===== config.mk =====
export PLATFORM = sky130hd
export DESIGN_NAME = line_point_generator_flat
export DESIGN_NICKNAME = d
export VERILOG_FILES = /design/src/rtl/core/lpg_pkg.sv /design/src/rtl/core/lpg_ifs.sv /design/src/rtl/core/lpg_front.sv /design/src/rtl/core/lpg_queue.sv /design/src/rtl/core/lpg_back.sv /design/src/rtl/core/line_point_generator.sv /design/src/flat_wrapper.sv
export SDC_FILE = /design/constraint.sdc
export NUM_CORES = 1
export LEC_CHECK = 0
export BUFFER_PORTS_ARGS = -buffer_cell sky130_fd_sc_hd__buf_2
export CAP_MARGIN = 20
export CORE_MARGIN = 2
export CORE_UTILIZATION = 56
export DETAILED_ROUTE_END_ITERATION = 10
export PLACE_DENSITY = 0.78
export SLEW_MARGIN = 20
export SYNTH_ARGS = -nofsm -noshare
export SYNTH_HDL_FRONTEND = slang
export SYNTH_SLANG_ARGS = --single-unit

===== constraint.sdc =====
create_clock -name i_clk -period 8 [get_ports i_clk]
set_input_delay 0.4 -clock i_clk [delete_from_list [all_inputs] [get_ports i_clk]]
set_output_delay 0.4 -clock i_clk [all_outputs]
set_load 0.05 [all_outputs]

===== src/rtl/core/lpg_pkg.sv =====
// Package: shared types and constants of the line point generator.
`default_nettype none
package lpg_pkg;

    localparam int COORD_W    = 16;
    localparam int ABS_W      = 16;
    localparam int DELTA_W    = ABS_W + 1;
    localparam int ERR_W      = 20;
    localparam int CAP_W      = 8;
    localparam int CNT_W      = 6;
    localparam int MAX_POINTS = 63;
    localparam int Q_DEPTH    = 2;
    localparam int Q_AW       = 1;

    localparam logic [CAP_W-1:0] CAP_RESET = 8'd128;

    typedef enum logic {
        ST_IDLE,
        ST_RUN
    } t_back_state;

    // One classified segment, ready for stepping.
    typedef struct packed {
        logic signed [COORD_W-1:0] x;
        logic signed [COORD_W-1:0] y;
        logic signed [COORD_W-1:0] ex;
        logic signed [COORD_W-1:0] ey;
        logic [DELTA_W-1:0]        d_maj;
        logic [DELTA_W-1:0]        d_min;
        logic signed [ERR_W-1:0]   err;
        logic                      x_major;
        logic                      x_pos;
        logic                      x_neg;
        logic                      y_pos;
        logic                      y_neg;
    } t_cmd;

endpackage
`default_nettype wire


===== src/rtl/core/lpg_ifs.sv =====
// Interfaces: segment input channel and point output channel.
`default_nettype none
interface lpg_seg_if
    import lpg_pkg::*;
();
    logic                      valid;
    logic                      ready;
    logic signed [COORD_W-1:0] start_x;
    logic signed [COORD_W-1:0] start_y;
    logic signed [COORD_W-1:0] end_x;
    logic signed [COORD_W-1:0] end_y;

    modport source (output valid, output start_x, output start_y, output end_x,
                    output end_y, input ready);
    modport sink   (input valid, input start_x, input start_y, input end_x,
                    input end_y, output ready);
endinterface

interface lpg_pt_if
    import lpg_pkg::*;
();
    logic                      valid;
    logic                      ready;
    logic signed [COORD_W-1:0] point_x;
    logic signed [COORD_W-1:0] point_y;
    logic                      last_point;
    logic                      truncated;

    modport source (output valid, output point_x, output point_y, output last_point,
                    output truncated, input ready);
    modport sink   (input valid, input point_x, input point_y, input last_point,
                    input truncated, output ready);
endinterface
`default_nettype wire


===== src/rtl/core/lpg_front.sv =====
// Front end: accepts a segment word and classifies it into a stepping command.
`default_nettype none
module lpg_front
    import lpg_pkg::*;
(
    lpg_seg_if.sink              i_seg,
    input  wire logic            i_q_ready,
    output logic                 o_q_valid,
    output t_cmd                 o_q_cmd
);

    logic signed [COORD_W:0] dx;
    logic signed [COORD_W:0] dy;
    logic [ABS_W-1:0]        abs_dx;
    logic [ABS_W-1:0]        abs_dy;
    logic [DELTA_W-1:0]      adx;
    logic [DELTA_W-1:0]      ady;
    logic                    x_major;
    logic [ABS_W-1:0]        half_maj;
    logic [DELTA_W-1:0]      d_min;

    always_comb begin
        dx      = {i_seg.end_x[COORD_W-1], i_seg.end_x}
                - {i_seg.start_x[COORD_W-1], i_seg.start_x};
        dy      = {i_seg.end_y[COORD_W-1], i_seg.end_y}
                - {i_seg.start_y[COORD_W-1], i_seg.start_y};
        abs_dx  = dx[COORD_W] ? ABS_W'(-dx) : ABS_W'(dx);
        abs_dy  = dy[COORD_W] ? ABS_W'(-dy) : ABS_W'(dy);
        adx     = {abs_dx, 1'b0};
        ady     = {abs_dy, 1'b0};
        x_major = (adx >= ady);
        half_maj = x_major ? abs_dx : abs_dy;
        d_min    = x_major ? ady : adx;

        o_q_cmd.x       = i_seg.start_x;
        o_q_cmd.y       = i_seg.start_y;
        o_q_cmd.ex      = i_seg.end_x;
        o_q_cmd.ey      = i_seg.end_y;
        o_q_cmd.d_maj   = x_major ? adx : ady;
        o_q_cmd.d_min   = d_min;
        o_q_cmd.err     = $signed(ERR_W'(d_min)) - $signed(ERR_W'(half_maj));
        o_q_cmd.x_major = x_major;
        o_q_cmd.x_pos   = ~dx[COORD_W] & (dx != '0);
        o_q_cmd.x_neg   = dx[COORD_W];
        o_q_cmd.y_pos   = ~dy[COORD_W] & (dy != '0);
        o_q_cmd.y_neg   = dy[COORD_W];
    end

    assign o_q_valid   = i_seg.valid;
    assign i_seg.ready = i_q_ready;

endmodule
`default_nettype wire


===== src/rtl/core/lpg_queue.sv =====
// Command queue: short FIFO between front end and stepping engine.
`default_nettype none
module lpg_queue
    import lpg_pkg::*;
(
    input  wire logic i_clk,
    input  wire logic i_rst_n,
    input  wire logic i_wr_valid,
    output logic      o_wr_ready,
    input  t_cmd      i_wr_cmd,
    output logic      o_rd_valid,
    input  wire logic i_rd_ready,
    output t_cmd      o_rd_cmd
);

    t_cmd              r_mem [Q_DEPTH];
    logic [Q_AW-1:0]   r_wr_ptr;
    logic [Q_AW-1:0]   r_rd_ptr;
    logic [Q_AW:0]     r_count;
    logic [Q_AW-1:0]   n_wr_ptr;
    logic [Q_AW-1:0]   n_rd_ptr;
    logic [Q_AW:0]     n_count;
    logic              push;
    logic              pop;

    always_comb begin
        o_wr_ready = (r_count != (Q_AW+1)'(Q_DEPTH));
        o_rd_valid = (r_count != '0);
        o_rd_cmd   = r_mem[r_rd_ptr];
        push       = i_wr_valid & o_wr_ready;
        pop        = o_rd_valid & i_rd_ready;
        n_wr_ptr   = push ? r_wr_ptr + 1'b1 : r_wr_ptr;
        n_rd_ptr   = pop ? r_rd_ptr + 1'b1 : r_rd_ptr;
        n_count    = r_count + (Q_AW+1)'(push) - (Q_AW+1)'(pop);
    end

    always_ff @(posedge i_clk) begin
        if (!i_rst_n) begin
            r_wr_ptr <= '0;
            r_rd_ptr <= '0;
            r_count  <= '0;
        end else begin
            r_wr_ptr <= n_wr_ptr;
            r_rd_ptr <= n_rd_ptr;
            r_count  <= n_count;
        end
    end

    always_ff @(posedge i_clk) begin
        if (push) begin
            r_mem[r_wr_ptr] <= i_wr_cmd;
        end
    end

endmodule
`default_nettype wire


===== src/rtl/core/lpg_back.sv =====
// Back end: steps the line into the output register, one point per cycle unless the receiver stalls.
`default_nettype none
module lpg_back
    import lpg_pkg::*;
(
    input  wire logic             i_clk,
    input  wire logic             i_rst_n,
    input  wire logic [CAP_W-1:0] i_capacity,
    input  wire logic             i_q_valid,
    output logic                  o_q_ready,
    input  t_cmd                  i_q_cmd,
    lpg_pt_if.source              o_pt
);

    t_back_state             r_state, n_state;
    t_cmd                    r_cmd, n_cmd;
    logic [CNT_W-1:0]        r_n, n_n;
    logic                    r_ov, n_ov;
    logic signed [COORD_W-1:0] r_px, n_px;
    logic signed [COORD_W-1:0] r_py, n_py;
    logic                    r_last, n_last;
    logic                    r_trunc, n_trunc;

    logic                    emit;
    logic                    at_end;
    logic [CNT_W:0]          cnt;
    logic [CAP_W:0]          words;
    logic                    done;
    logic                    step_min;
    logic                    maj_pos;
    logic signed [COORD_W-1:0] sx;
    logic signed [COORD_W-1:0] sy;
    logic signed [ERR_W-1:0] err_a;

    always_comb begin
        n_state = r_state;
        n_cmd   = r_cmd;
        n_n     = r_n;
        n_ov    = r_ov;
        n_px    = r_px;
        n_py    = r_py;
        n_last  = r_last;
        n_trunc = r_trunc;
        o_q_ready = 1'b0;

        emit   = (r_state == ST_RUN) && (!r_ov || o_pt.ready);
        at_end = (r_cmd.x == r_cmd.ex) && (r_cmd.y == r_cmd.ey);
        cnt    = (CNT_W+1)'(r_n) + 1'b1;
        words  = (CAP_W+1)'({cnt, 1'b0}) + (CAP_W+1)'(2);
        done   = at_end || !(words < (CAP_W+1)'(i_capacity))
              || (cnt == (CNT_W+1)'(MAX_POINTS));

        maj_pos  = r_cmd.x_major ? r_cmd.x_pos : r_cmd.y_pos;
        step_min = (!r_cmd.err[ERR_W-1] && (r_cmd.err != '0))
                || ((r_cmd.err == '0) && maj_pos);
        sx = r_cmd.x_pos ? COORD_W'(1) : (r_cmd.x_neg ? '1 : '0);
        sy = r_cmd.y_pos ? COORD_W'(1) : (r_cmd.y_neg ? '1 : '0);
        err_a = step_min ? r_cmd.err - $signed(ERR_W'(r_cmd.d_maj)) : r_cmd.err;

        if (r_ov && o_pt.ready) begin
            n_ov = 1'b0;
        end

        case (r_state)
            ST_IDLE: begin
                o_q_ready = 1'b1;
                if (i_q_valid) begin
                    n_cmd   = i_q_cmd;
                    n_n     = '0;
                    n_state = ST_RUN;
                end
            end
            ST_RUN: begin
                if (emit) begin
                    n_ov    = 1'b1;
                    n_px    = r_cmd.x;
                    n_py    = r_cmd.y;
                    n_last  = done;
                    n_trunc = done && !at_end;
                    if (done) begin
                        n_state = ST_IDLE;
                    end else begin
                        n_n       = r_n + 1'b1;
                        n_cmd.err = err_a + $signed(ERR_W'(r_cmd.d_min));
                        if (r_cmd.x_major) begin
                            n_cmd.x = r_cmd.x + sx;
                            if (step_min) begin
                                n_cmd.y = r_cmd.y + sy;
                            end
                        end else begin
                            n_cmd.y = r_cmd.y + sy;
                            if (step_min) begin
                                n_cmd.x = r_cmd.x + sx;
                            end
                        end
                    end
                end
            end
            default: begin
                n_state = ST_IDLE;
            end
        endcase
    end

    always_ff @(posedge i_clk) begin
        if (!i_rst_n) begin
            r_state <= ST_IDLE;
            r_ov    <= 1'b0;
        end else begin
            r_state <= n_state;
            r_ov    <= n_ov;
        end
    end

    always_ff @(posedge i_clk) begin
        r_cmd   <= n_cmd;
        r_n     <= n_n;
        r_px    <= n_px;
        r_py    <= n_py;
        r_last  <= n_last;
        r_trunc <= n_trunc;
    end

    assign o_pt.valid      = r_ov;
    assign o_pt.point_x    = r_px;
    assign o_pt.point_y    = r_py;
    assign o_pt.last_point = r_last;
    assign o_pt.truncated  = r_trunc;

endmodule
`default_nettype wire


===== src/rtl/core/line_point_generator.sv =====
// Top level: Bresenham line point generator.
//
// Usage: a segment word (start_x, start_y, end_x, end_y) enters on i_seg with a
// valid/ready handshake. The block answers on o_pt with one word per grid point of
// the line, start point first; last_point marks the final word of a segment and
// truncated marks a run cut short by the capacity register or the 63-point limit.
// i_cfg_we/i_cfg_data write capacity_words (reset 128); write it only while idle.
// Flow: a taken segment goes through the command queue into the engine's command
// register. While the receiver does not stall, the engine delivers one point per
// cycle and idles after a segment's last point. The front end and a two-entry
// command queue keep taking segments while the engine runs.
// Reset (synchronous, active low) empties the queue, idles the engine and drops
// any pending output word. When the receiver stalls, the output register holds
// its word and the engine waits; the queue fills, then i_seg.ready falls.
`default_nettype none
module line_point_generator
    import lpg_pkg::*;
(
    input  wire logic             i_clk,
    input  wire logic             i_rst_n,
    input  wire logic             i_cfg_we,
    input  wire logic [CAP_W-1:0] i_cfg_data,
    lpg_seg_if.sink               i_seg,
    lpg_pt_if.source              o_pt
);

    logic [CAP_W-1:0] r_capacity;
    logic             fq_valid;
    logic             fq_ready;
    t_cmd             fq_cmd;
    logic             qb_valid;
    logic             qb_ready;
    t_cmd             qb_cmd;

    always_ff @(posedge i_clk) begin
        if (!i_rst_n) begin
            r_capacity <= CAP_RESET;
        end else if (i_cfg_we) begin
            r_capacity <= i_cfg_data;
        end
    end

    lpg_front u_front (
        .i_seg     (i_seg),
        .i_q_ready (fq_ready),
        .o_q_valid (fq_valid),
        .o_q_cmd   (fq_cmd)
    );

    lpg_queue u_queue (
        .i_clk      (i_clk),
        .i_rst_n    (i_rst_n),
        .i_wr_valid (fq_valid),
        .o_wr_ready (fq_ready),
        .i_wr_cmd   (fq_cmd),
        .o_rd_valid (qb_valid),
        .i_rd_ready (qb_ready),
        .o_rd_cmd   (qb_cmd)
    );

    lpg_back u_back (
        .i_clk      (i_clk),
        .i_rst_n    (i_rst_n),
        .i_capacity (r_capacity),
        .i_q_valid  (qb_valid),
        .o_q_ready  (qb_ready),
        .i_q_cmd    (qb_cmd),
        .o_pt       (o_pt)
    );

endmodule
`default_nettype wire

===== src/flat_wrapper.sv =====
// flat-port wrapper written by rule: the top's interface ports become plain ports
module line_point_generator_flat import lpg_pkg::*;
  (i_clk, i_rst_n, i_cfg_we, i_cfg_data, i_seg_valid, i_seg_start_x, i_seg_start_y, i_seg_end_x, i_seg_end_y, i_seg_ready, o_pt_valid, o_pt_point_x, o_pt_point_y, o_pt_last_point, o_pt_truncated, o_pt_ready);
  lpg_seg_if i_seg_i ();
  lpg_pt_if o_pt_i ();
  input  wire logic i_clk;
  input  wire logic i_rst_n;
  input  wire logic i_cfg_we;
  input  wire logic [CAP_W-1:0] i_cfg_data;
  input wire logic [$bits(i_seg_i.valid)-1:0] i_seg_valid;
  input wire logic [$bits(i_seg_i.start_x)-1:0] i_seg_start_x;
  input wire logic [$bits(i_seg_i.start_y)-1:0] i_seg_start_y;
  input wire logic [$bits(i_seg_i.end_x)-1:0] i_seg_end_x;
  input wire logic [$bits(i_seg_i.end_y)-1:0] i_seg_end_y;
  output wire logic [$bits(i_seg_i.ready)-1:0] i_seg_ready;
  output wire logic [$bits(o_pt_i.valid)-1:0] o_pt_valid;
  output wire logic [$bits(o_pt_i.point_x)-1:0] o_pt_point_x;
  output wire logic [$bits(o_pt_i.point_y)-1:0] o_pt_point_y;
  output wire logic [$bits(o_pt_i.last_point)-1:0] o_pt_last_point;
  output wire logic [$bits(o_pt_i.truncated)-1:0] o_pt_truncated;
  input wire logic [$bits(o_pt_i.ready)-1:0] o_pt_ready;
  assign i_seg_i.valid = i_seg_valid;
  assign i_seg_i.start_x = i_seg_start_x;
  assign i_seg_i.start_y = i_seg_start_y;
  assign i_seg_i.end_x = i_seg_end_x;
  assign i_seg_i.end_y = i_seg_end_y;
  assign i_seg_ready = i_seg_i.ready;
  assign o_pt_valid = o_pt_i.valid;
  assign o_pt_point_x = o_pt_i.point_x;
  assign o_pt_point_y = o_pt_i.point_y;
  assign o_pt_last_point = o_pt_i.last_point;
  assign o_pt_truncated = o_pt_i.truncated;
  assign o_pt_i.ready = o_pt_ready;
  line_point_generator u_core (.i_clk(i_clk), .i_rst_n(i_rst_n), .i_cfg_we(i_cfg_we), .i_cfg_data(i_cfg_data), .i_seg(i_seg_i), .o_pt(o_pt_i));
endmodule

### Word level (Yosys, flattened, before mapping)

Memory sizes are Yosys's and may differ from the RTL's. A register that Yosys moved wholly into a read port is not among the register bits.
Cells that the tools add are included.

* word-level logic and storage cells: 119
* bits in writable memories: 246
* output and inout bits: 36
* flip-flop bits (word level): 177
* memories kept: 1

* mux-type cells: 37
* bitwise operators: 7
* reductions and logical operators: 24
* magnitude comparators: 2
* equality and inequality tests: 9
* add/subtract/negate cells: 16

Memory list
* u_core.u_queue.r_mem: words 2, bits a word 123, read ports 1, clocked after Yosys merged registers in 1, wr ports 1, RTL line lpg_queue.sv:16 `t_cmd r_mem [Q_DEPTH];`

Operators with widths (number)
* 2-to-1 mux 16 bit: 9
* 2-to-1 mux 123 bit: 1
* 2-to-1 mux 32 bit: 3
* one-hot mux 32 bit (2 select lines): 1
* 2-to-1 mux 20 bit: 3
* one-hot mux 20 bit (2 select lines): 1
* 2-to-1 mux 17 bit: 2
* nonzero test 17 bit: 2
* subtractor 16 x 16 -> 17 bit: 2
* adder 16 bit: 2
* equality test 16 bit: 2
* negator 16 bit: 2
* adder 20 x 18 -> 20 bit: 1
* logical NOT 20 bit: 1
* nonzero test 20 bit: 1
* subtractor 20 x 18 -> 20 bit: 1
* 2-to-1 mux 6 bit: 3
* subtractor 17 x 16 -> 18 bit: 1
* greater-or-equal comparator 17 bit: 1
* 2-to-1 mux 1 bit: 12
* one-hot mux 6 bit (2 select lines): 1
* adder 8 x 2 -> 9 bit, second input constant: 1
* < comparator 9 x 8 -> 1 bit: 1
* AND reduction 4 bit: 2
* 19 further kinds: 39

### Logic depth before layout (Yosys ltp)

* depth after elaboration: 9
* mapped depth: 42
* depth with buffers taken out: 40

### Cells and area by module

Synthesis repeated with hierarchy kept, for this count alone.

* cells, all modules: 2045
* area total of the unflattened synthesis: 24735.0 µm²

By module, submodules not included
* lpg_back: cells an instance 850, area each 9600.5 µm², seq. area each 4934.7 µm², times used 1
* lpg_queue: cells an instance 412, area each 9427.8 µm², seq. area each 7487.2 µm², times used 1
* lpg_front: cells an instance 758, area each 5407.7 µm², seq. area each 0.0 µm², times used 1
* line_point_generator: cells an instance 25, area each 299.0 µm², seq. area each 160.2 µm², times used 1

### Least setup slack after synthesis

Ideal clock, no wire load.

* path type: in2reg
* from: input i_seg_end_x[0]
* to: memory u_core.u_queue.r_mem[0][21] (netlist name) (data pin)
* setup slack: 0.231 ns
* required time: 7.724 ns
* cell stages on the path: 38
* setup time: 0.276 ns
* arrival time: 7.493 ns
* cell sequence: inv_1 -> ha_1 -> fa_1 -> nor2b_1 -> o2111ai_1 -> a21oi_1 -> o21ai_1 -> o21ai_0 -> clkbuf_1 -> nor2_1 -> xor2_1 -> clkinv_1 -> ha_1 -> o21a_1 -> o21ai_0 -> maj3_1 -> o221ai_1 -> and4_4 -> (+2 left out) -> clkbuf_1 -> clkbuf_1 -> nor2_1 -> a21o_1 -> fa_1 -> a21oi_1 -> nor2_1 -> nor2_1 -> a21oi_1 -> o21a_1 -> o31a_1 -> o21ai_0 -> nand2_1 -> o22ai_1 -> o31ai_1 -> and2_1 -> a221oi_1 -> xor2_1

RTL lines
* start, declared: RTL line flat_wrapper.sv:13 `input wire logic [$bits(i_seg_i.end_x)-1:0] i_seg_end_x;`
* end, declared: RTL line lpg_queue.sv:16

==> parameters.txt <==
Parameter                              Value

Outcome
  Run status ... complete, no violations

Worst setup path
  Startpoint type of the worst setup path ... input port
  Crit Path Category ... input port to register
  Flop-to-flop setup slack ... 2.35 ns
  Slowest stage delay, CP ... 0.48 ns
  Beginning of the worst register-to-register path ... u_core.u_back.r_cmd[4]
  Endpoint kind of the worst setup timing path ... register
  Critical path launch point ... i_seg_end_x[0]
  Data arrival time at the worst-slack endpoint ... 7.52 ns
  Required time of the worst setup path ... 8.26 ns
  Maximum fanout along the worst path ... 8
  Dominant cell type by count on the critical path ... sky130_fd_sc_hd__a21oi_1
  Slowest cell on the critical path ... sky130_fd_sc_hd__fa_1

Yosys
  Share of synthesized area occupied by flip-flops and latches ... 54.9%
  Synth Register Bits ... 412
  Number of unique standard cell types used by synthesis ... 90
  Number of instances in the synthesized netlist ... 1845
  Synthesized area per cell ... 12.1 µm²
  Async SR Flop Fraction ... 0%
  Yosys warning total ... 0
  Combined area of all synthesized cells ... 0.0223 mm²
  Net Count, Synth ... 2057
  Post-synth EDFFs ... 397
  Post-synth top flop ... sky130_fd_sc_hd__edfxtp_1

Global routing
  Global-route wire length before repair ... 81900 µm
  Met2 routing resource usage after global routing ... 44.4%
  Vias in the first global route ... 15100
  GRT overflow ... 0
  Global routing usage summed across all routing layers ... 25.6%
  Largest net degree at the start of global routing ... 74
  Met3 Use GR ... 2.99%
  Layer with the highest usage after global routing ... met2
  Number of antenna violations at the first check in global routing ... 1
  Fraction of met1 tracks used by global routing ... 33.3%

STA
  Setup TNS Final ... 0 ns
  Total count of max-transition violations in the final report ... 0
  Transition time of the tightest slew-check pin ... 1.10 ns
  Unrepaired setup endpoints after global routing ... no
  Final cycle utilization of the critical path ... 90.7%
  Worst slew slack as a fraction of its limit ... 26.5%
  Maximum clock rate ... 0.138 GHz
  Final worst path period need ... 7.26 ns
  Worst clock skew ... 0.0201 ns
  Total of endpoints with negative setup slack in the final report ... 0
  Final Hold Vio Count ... 0

Die
  Overall die area ... 0.0413 mm²
  Cell Rows ... 73
  Vertical die dimension ... 203 µm
  Die span in x ... 203 µm
  Core area ... 0.0395 mm²
  Boundary Pins ... 113
  Initial standard-cell utilization of the core ... 56.4%

Cells and area
  Most common cell after layout, fill and taps aside ... sky130_fd_sc_hd__edfxtp_1
  Fraction of final layout cells with drive strength greater than 1 ... 16.5%
  Net count, final ... 2212
  Filler instances ... 2984
  Commonest cells after routing, fill and taps aside ... sky130_fd_sc_hd__edfxtp_1, sky130_fd_sc_hd__inv_1, sky130_fd_sc_hd__ha_1, sky130_fd_sc_hd__buf_2
  Synthesis-to-layout area growth ... 12.4%

Worst hold path
  Beginning of the worst hold path ... i_seg_start_x[0]
  Class of the most critical hold timing path ... input port to register

Pwr
  Pwr per Cell Area ... 496 mW/mm²
  Leakage power total ... 9.73 nW
  Worst-case vdd ir drop ... 0.000231 V
  Final Power ... 12.4 mW

CTS
  Clock latency on the worst-skew pair ... 0.55 ns
  CTS Root Buffer Type ... sky130_fd_sc_hd__clkbuf_16
  CTS tree ... done
  Clk sink count ... 412
  Number of buffers inserted during clock tree synthesis ... 42
  Clock transition at the register clock pins on the worst setup and hold paths after CTS ... 0.06 ns
  Maximum buffer depth of the clock tree ... 3
  Clock H-tree levels ... 2

Route
  Post-detailed-routing wire length ... 52700 µm
  Total vias in the final route ... 15200
  Iteration-0 DRC count of the detailed router ... 1092
  Per-cell routed wire length ... 20.6 µm
  Antenna-violating nets left ... 0
  Routed via count divided by cell count ... 5.93
  Detailed-routing iteration count for the pre-antenna-repair pass ... 5
  Residual DRC count ... 0

Place
  Number of buffers added on ports ... 112
  HPWL after detailed placement ... 37800 µm
  Last weighted congestion value of the routability-driven placer ... 0.894

Job
  Max-capacitance violation count ... 0
-- state kept, by name (all words and copies together), names as in the netlist, named ones only --
register,cells
u_core.u_queue.r_wr_ptr,1
u_core.u_back.o_pt.truncated,1
u_core.u_back.r_n,6
u_core.u_back.r_cmd,121
u_core.u_back.r_state,1
u_core.r_capacity,8
u_core.u_queue.r_rd_ptr,1
u_core.u_back.o_pt.valid,1
u_core.u_back.o_pt.point_y,16
u_core.u_back.o_pt.point_x,16
u_core.u_back.o_pt.last_point,1
u_core.u_queue.r_mem,236
u_core.u_queue.r_count,2
-- cells in the mapped netlist (all sizes together) (15+ instances only) --
master	count	area share, %
clkbuf	38	0.64
buf	15	0.30
o22ai	42	1.2
mux2	74	3.7
nor2	102	1.8
mux2i	62	2.8
and2	18	0.51
nand2b	28	0.79
edfxtp	397	54
o21a	20	0.67
xor2	80	3.1
nand2	107	1.8
xnor2	83	3.3
nand3	26	0.58
o21bai	28	0.94
ha	128	7.2
o21ai	86	2.0
inv	138	2.3
a21o	24	0.82
nor3	17	0.40
nor2b	25	0.70
a21oi	109	2.5
dfxtp	15	1.3
-- report_power, final --
group	internal (mW)	switching (mW)
Clock	1.05	0.809
Combinational	2.51	3.99
Sequential	3.67	0.377
-- final timing paths --
check                                               endpoint  depth (start not counted)
worst min register to register          u_core.r_capacity[7]                          2
worst max register to register       u_core.u_back.r_cmd[22]                         22
worst min-delay path            u_core.u_queue.r_mem[1][107]                          1
worst max-delay path             u_core.u_queue.r_mem[0][21]                         36
-- cell families (layout without fill, tap and decap cells) --
family | after synthesis | in the layout | share of synthesized area (%)
mux | 136 | 136 | 6.53
buf+inv | 193 | 380 | 3.30
fa+ha+maj | 137 | 137 | 7.92
compound gates | 421 | 421 | 12.4
other cells | 0 | 1 | 0
simple gates | 383 | 383 | 8.44
flops | 412 | 412 | 54.9
xor+xnor | 163 | 163 | 6.45
-- critical path, delay by kind of cell --
| family | cells | cell delay [ns] |
|---|---|---|
| buf+inv | 5 | 0.52 |
| fa+ha+maj | 4 | 1.44 |
| xor+xnor | 2 | 0.31 |
| compound gates | 15 | 3.35 |
| simple gates | 10 | 1.51 |
-- routing by layer --
metal,up-vias,part of all wire (%)
met5,-,0
met2,509,49
met3,122,5.7
met4,0,3.2
li1,7161,-
met1,7386,42
-- final cells by class --
cell class / instances / area [µm²] / area share (%)
antenna: 1 / 2.50 / 0.0100
inverter: 140 / 526 / 2.10
clock buffer: 55 / 1150 / 4.60
tap: 525 / 657 / 2.63
clock inverter: 21 / 135 / 0.540
sequential: 412 / 12200 / 48.9
timing repair buffer: 164 / 976 / 3.90
multi-input combinational: 1240 / 9340 / 37.3
-- stage by stage --
| step | util, % | hold WS (ns) | cell area, µm² | instances | setup slack, ns |
|---|---|---|---|---|---|
| 2_1_floorplan | - | 0.461 | 22300 | 1845 | 0.231 |
| 3_3_place_gp | 60.0 | 0.486 | 23700 | 2478 | 0.305 |
| 3_5_place_dp | 60.0 | 0.498 | 23700 | 2478 | 0.161 |
| 4_1_cts | 63.2 | 0.0375 | 24900 | 2554 | 0.687 |
| 5_1_grt | 63.4 | 0.0489 | 25000 | 2558 | 0.00797 |
| 6_report | 63.4 | 0.0595 | 25000 | 2558 | 0.743 |
-- what timing repair did --
action | 4_1_cts | 5_1_grt
hold endpoints to repair | 0 | 0
setup endpoints to repair | 0 | 4
hold buffers | 0 | 0
buffers inserted | 0 | 1
gates resized for setup | 0 | 4
(Power assumes the default switching activity.)
